`src/rtl/core/ctsw_div_cell.sv`:
```
// ----------------------------------------------------------------------------
// ctsw_div_cell
// One restoring division step: shifts one dividend bit into the partial
// remainder, subtracts the divisor when it fits and records the quotient bit.
// ----------------------------------------------------------------------------
module ctsw_div_cell #(
   parameter int DW = 32,
   parameter int VW = 8,
   parameter int SW = 1
) (
   input  logic          clock,
   input  logic          reset,
   input  logic          advance,
   input  logic          in_valid,
   input  logic [VW-1:0] in_rem,
   input  logic [DW-1:0] in_num,
   input  logic [VW-1:0] in_den,
   input  logic [SW-1:0] in_side,
   output logic          out_valid,
   output logic [VW-1:0] out_rem,
   output logic [DW-1:0] out_num,
   output logic [VW-1:0] out_den,
   output logic [SW-1:0] out_side
);

   logic          valid_ff;
   logic [VW-1:0] rem_ff, rem_in;
   logic [DW-1:0] num_ff, num_in;
   logic [VW-1:0] den_ff;
   logic [SW-1:0] side_ff;
   logic [VW:0]   shifted;
   logic [VW:0]   diff;
   logic          take;

   // trial subtract
   always_comb begin
      shifted = {in_rem, in_num[DW-1]};
      diff    = shifted - {1'b0, in_den};
      take    = shifted >= {1'b0, in_den};
      rem_in  = take ? diff[VW-1:0] : shifted[VW-1:0];
      num_in  = {in_num[DW-2:0], take};
   end

   // control
   always_ff @(posedge clock) begin
      if (reset) begin
         valid_ff <= 1'b0;
      end else if (advance) begin
         valid_ff <= in_valid;
      end
   end

   // payload
   always_ff @(posedge clock) begin
      if (advance) begin
         rem_ff  <= rem_in;
         num_ff  <= num_in;
         den_ff  <= in_den;
         side_ff <= in_side;
      end
   end

   assign out_valid = valid_ff;
   assign out_rem   = rem_ff;
   assign out_num   = num_ff;
   assign out_den   = den_ff;
   assign out_side  = side_ff;

endmodule

```
`src/rtl/core/ctsw_div.sv`:
```
// ----------------------------------------------------------------------------
// ctsw_div
// Pipelined divider: a chain of DW division cells, one quotient bit per cell,
// with side data carried along with each word.
// ----------------------------------------------------------------------------
module ctsw_div #(
   parameter int DW = 32,
   parameter int VW = 8,
   parameter int SW = 1
) (
   input  logic          clock,
   input  logic          reset,
   input  logic          advance,
   input  logic          in_valid,
   input  logic [DW-1:0] in_num,
   input  logic [VW-1:0] in_den,
   input  logic [SW-1:0] in_side,
   output logic          out_valid,
   output logic [DW-1:0] out_quo,
   output logic [VW-1:0] out_rem,
   output logic [SW-1:0] out_side
);

   logic          valid_w [0:DW];
   logic [VW-1:0] rem_w   [0:DW];
   logic [DW-1:0] num_w   [0:DW];
   logic [VW-1:0] den_w   [0:DW];
   logic [SW-1:0] side_w  [0:DW];

   // chain head
   assign valid_w[0] = in_valid;
   assign rem_w[0]   = '0;
   assign num_w[0]   = in_num;
   assign den_w[0]   = in_den;
   assign side_w[0]  = in_side;

   // cell chain
   for (genvar i = 0; i < DW; i++) begin : g_cell
      ctsw_div_cell #(.DW(DW), .VW(VW), .SW(SW)) u_cell (
         .clock     (clock),
         .reset     (reset),
         .advance   (advance),
         .in_valid  (valid_w[i]),
         .in_rem    (rem_w[i]),
         .in_num    (num_w[i]),
         .in_den    (den_w[i]),
         .in_side   (side_w[i]),
         .out_valid (valid_w[i+1]),
         .out_rem   (rem_w[i+1]),
         .out_num   (num_w[i+1]),
         .out_den   (den_w[i+1]),
         .out_side  (side_w[i+1])
      );
   end

   assign out_valid = valid_w[DW];
   assign out_quo   = num_w[DW];
   assign out_rem   = rem_w[DW];
   assign out_side  = side_w[DW];

endmodule

```
`config.mk`:
```
export PLATFORM = sky130hd
export DESIGN_NAME = ctsw_div
export DESIGN_NICKNAME = d
export VERILOG_FILES = /design/src/rtl/core/ctsw_div_cell.sv /design/src/rtl/core/ctsw_div.sv
export SDC_FILE = /design/constraint.sdc
export NUM_CORES = 2
export LEC_CHECK = 0
export BUFFER_PORTS_ARGS = -buffer_cell sky130_fd_sc_hd__buf_4
export CELL_PAD_IN_SITES_DETAIL_PLACEMENT = 1
export CELL_PAD_IN_SITES_GLOBAL_PLACEMENT = 1
export CORE_ASPECT_RATIO = 0.75
export CORE_MARGIN = 5
export CORE_UTILIZATION = 55
export CTS_BUF_LIST = sky130_fd_sc_hd__clkbuf_8
export DETAILED_ROUTE_END_ITERATION = 6
export GPL_TIMING_DRIVEN = 0
export PLACE_DENSITY = 0.82
export SLEW_MARGIN = 5
export SYNTH_ARGS = -nofsm -noshare
export SYNTH_HDL_FRONTEND = slang
export SYNTH_SLANG_ARGS = --single-unit
```
`constraint.sdc`:
```
create_clock -name clock -period 2.7 [get_ports clock]
set_input_delay 0.135 -clock clock [delete_from_list [all_inputs] [get_ports clock]]
set_output_delay 0.135 -clock clock [all_outputs]
set_load 0.05 [all_outputs]
```
==> results_dict.tcl <==
set metrics [dict create \
    synth-async-reset-ratio_pct 0 \
    period_share_pct 96.1 \
    fillers 10165 \
    grt_pass1_wl_um 184000 \
    endpoint_kind "flip-flop" \
    tightestPinTransition_ns 1.06 \
    pwr-share-seq_pct 48.2 \
    cp.arrival_ns 3.26 \
    mostFrequentLayoutCell "edfxtp_1" \
    fin_crit_ns 2.59 \
    synth_fp_nets 3977 \
    syn_avg_cell_area_um2 17.2 \
    skew_ns 0.0396 \
    grt_overflow 0 \
    clockBufferDepth 3 \
    rows 107 \
    p_int_mw 48.6 \
    start_util_pct 55.4 \
    maxCapViolCount 0 \
    syn_area_mm2 0.0629 \
    core_mm2 0.114 \
    ant_nets 0 \
    hold_buffers 86 \
    drive_gt1_share_pct 13.1 \
    synth_cell_type_count 64 \
    wirelength_um 114000 \
    hold_path.class "input port to flip-flop" \
    muxShareOfSynthArea_pct 4.72 \
    utilization_pct 62.4 \
    violations "negative hold slack" \
    final_cell_mix "edfxtp_1, inv_1, ha_1" \
    cp_slowest_cell "a41oi_2" \
    first_pass_iters 5 \
    final_area_mm2 0.0709 \
    final_nets 4395 \
    drtIter0Drc 1921 \
    cpPeakStageDelay_ns 0.47 \
    cts_buffers 229 \
    num_vias 31223 \
    switching_share_pct 29.6 \
    synth_compound_area_share_pct 5.86 \
    synth-xor-area-share_pct 1.53 \
    layout-area-overhead-vs-synth_pct 12.6 \
    cts_tree "yes" \
    status "finished, violations left" \
    power_leakage_nw 27.0 \
    slew_headroom_pct 29.5 \
    grt_pass1_vias 34169 \
    path_max_fanout 8 \
    clk_latency_ns 0.96 \
    synth-simple-area-share_pct 4.12 \
    required_ns 3.37 \
    setup_violations 0 \
    die_x_um 401 \
    ff_latch_area_mm2 0.0475 \
    path_class "flip-flop to flip-flop" \
    fmax_mhz 385 \
    clk_pin_slew_ns 0.07 \
    drv_slew 0 \
    final-hold-violation-count 100 \
    dpl.cell_count 5271 \
    synth_edf_count 1560 \
    wl_per_cell_um 19.7 \
    ir_drop_uv 592 \
    syn_inst 3651 \
    viasPerCell 5.39 \
    grt_usage_pct 19.0 \
    pwr-share-comb_pct 26.7 \
    antenna_found_initial 2 \
    clock-sinks 1592 \
    path_cells "inv_1 > ha_1 > a21o_1 > a21oi_1 > o21ai_0 > a41oi_2 > mux2_2" \
    ys.flop_type "edfxtp_1" \
    ioPinCount 87 \
    place_area_mm2 0.0657 \
    root_buffer "clkbuf_8" \
    yosysSeqAreaShare_pct 75.5 \
    startpoint_type "flip-flop" \
    fin_total_pwr_mw 69.0 \
    reg2reg_slack_ns 0.11 \
    ys_ff_latch 1592 \
    multi_input_area_mm2 0.0140 \
    chipHeight_um 303 \
    p_switching_mw 20.5 \
    htreeDepth 4 \
    power_density_mw_per_mm2 974 \
    drc 0 \
    synth_top_family_by_area "adder cells" \
    hpwl_um 70300 \
    finalNonFillerCells 5790 \
    clock_power_share_pct 25.1 \
    yosys_warnings 0 \
    dieArea_mm2 0.121 \
    grt_start_max_net_pins 187 \
    port_buffers 86 \
    synthAdderAreaFrac_pct 5.96 \
    hold_slack_ns -0.252 \
    grt_setup_unrepaired "false" \
    place_congestion 0.797 \
]
[worst max-delay path, delay by kind of cell (launching register included)]
kind                     cells  cell delay (ns)
AO/OA/AOI/OAI                4             0.98
adder cells (fa/ha/maj)      1             0.38
buffers and inverters        1             0.09
flip-flops                   1             0.45
multiplexers                 1             0.45
[layout make-up]
cell class              instances  area share [%]
well taps                    1526            2.69
clock inverters               193            1.31
flip-flops and latches       1592            67.0
repair buffers                187            2.63
clock buffers                 231            4.49
inverters                     333            1.77
multi-input cells            1694            19.8
diodes                          2         0.00706
plain buffers                  32           0.332
[logic make-up after synthesis]
| logic type | count (synthesis) |
|---|---|
| flops | 1592 |
| compound gates | 548 |
| simple gates | 505 |
| buf+inv | 365 |
| fa+ha+maj | 281 |
| mux | 250 |
| xor+xnor | 110 |
[power by group through the flow]
stage / logic [mW] / registers (mW) / clock network, mW
2_1_floorplan: 13.3 / 33.3 / 0
3_3_place_gp: 16.6 / 34.1 / 0
3_5_place_dp: 17.9 / 33.7 / 0
4_1_cts: 18.3 / 33.3 / 17.9
5_1_grt: 20.2 / 33.5 / 19.4
6_report: 18.4 / 33.3 / 17.3
[cells in the mapped netlist (all sizes together) (10+ instances only)]
library cell  number  area share [%]
edfxtp          1560              74
inv              332             2.0
ha               250             5.0
nor2             153            0.91
o21ai            149             1.2
mux2             141             3.0
a21oi            131             1.1
mux2i            109             1.7
nand2             83            0.50
xnor2             77             1.1
nand2b            63            0.63
nor2b             58            0.58
o21a              46            0.55
nand3             44            0.35
a21o              43            0.51
a21boi            33            0.39
xor2              33            0.46
dfxtp             32             1.0
fa                31            0.99
a211oi            26            0.31
o31a              25            0.35
o211ai            22            0.26
buf               20            0.30
or4b              18            0.29
nor3              16            0.13
a311o             14            0.22
and2              13            0.13
o41a              13            0.23
and3              12            0.12
clkbuf            12           0.072
o31ai             10            0.12
or3               10           0.099
[worst paths after layout]
kind / cells past startpoint / endpoint / from
setup / recovery: 7 / g_cell[14].u_cell.out_rem[2] / g_cell[13].u_cell.out_den[3]
setup reg to reg: 7 / g_cell[14].u_cell.out_rem[2] / g_cell[13].u_cell.out_den[3]
hold reg to reg: 0 / g_cell[14].u_cell.out_num[27] / g_cell[13].u_cell.out_num[26]
hold / removal: 1 / g_cell[1].u_cell.out_num[13] / advance
[through the flow]
| step | setup TNS, ns | worst slack [ns] |
|---|---|---|
| 4_1_cts | 0 | 0.00597 |
| 6_report | 0 | 0.106 |
| 5_1_grt | 0 | 0.00569 |
| 3_3_place_gp | - | -12.10 |
| 3_5_place_dp | -189.04 | -1.51 |
| 2_1_floorplan | 0 | 0.535 |
[per-layer routing]
metal  vias to the layer above  routed length [um]  share of wire [%]  track usage (%)
li1                      14688                   -                  -                -
met3                       212                4050                3.5             3.61
met2                       550               58400                 51             33.1
met5                         -                   0                  0                0
met1                     15773               48900                 43             23.9
met4                         0                2930                2.6             6.90
[state kept, by name (all words and copies together), names as in the netlist]
signal and cells:
g_cell.u_cell.out_den 248, g_cell.u_cell.out_side 32, g_cell.u_cell.out_valid 32, g_cell.u_cell.out_num 1024
g_cell.u_cell.out_rem 256
[timing repair]
item / 4_1_cts / 5_1_grt
gates resized for setup: 0 / 11
pin swaps: 0 / 3
endpoints found under the setup margin: 30 / 66
buffers inserted: 0 / 4
gates cloned: 2 / 1
hold endpoints to repair: 254 / 173
Note: power is estimated with default switching activity, not from simulation.
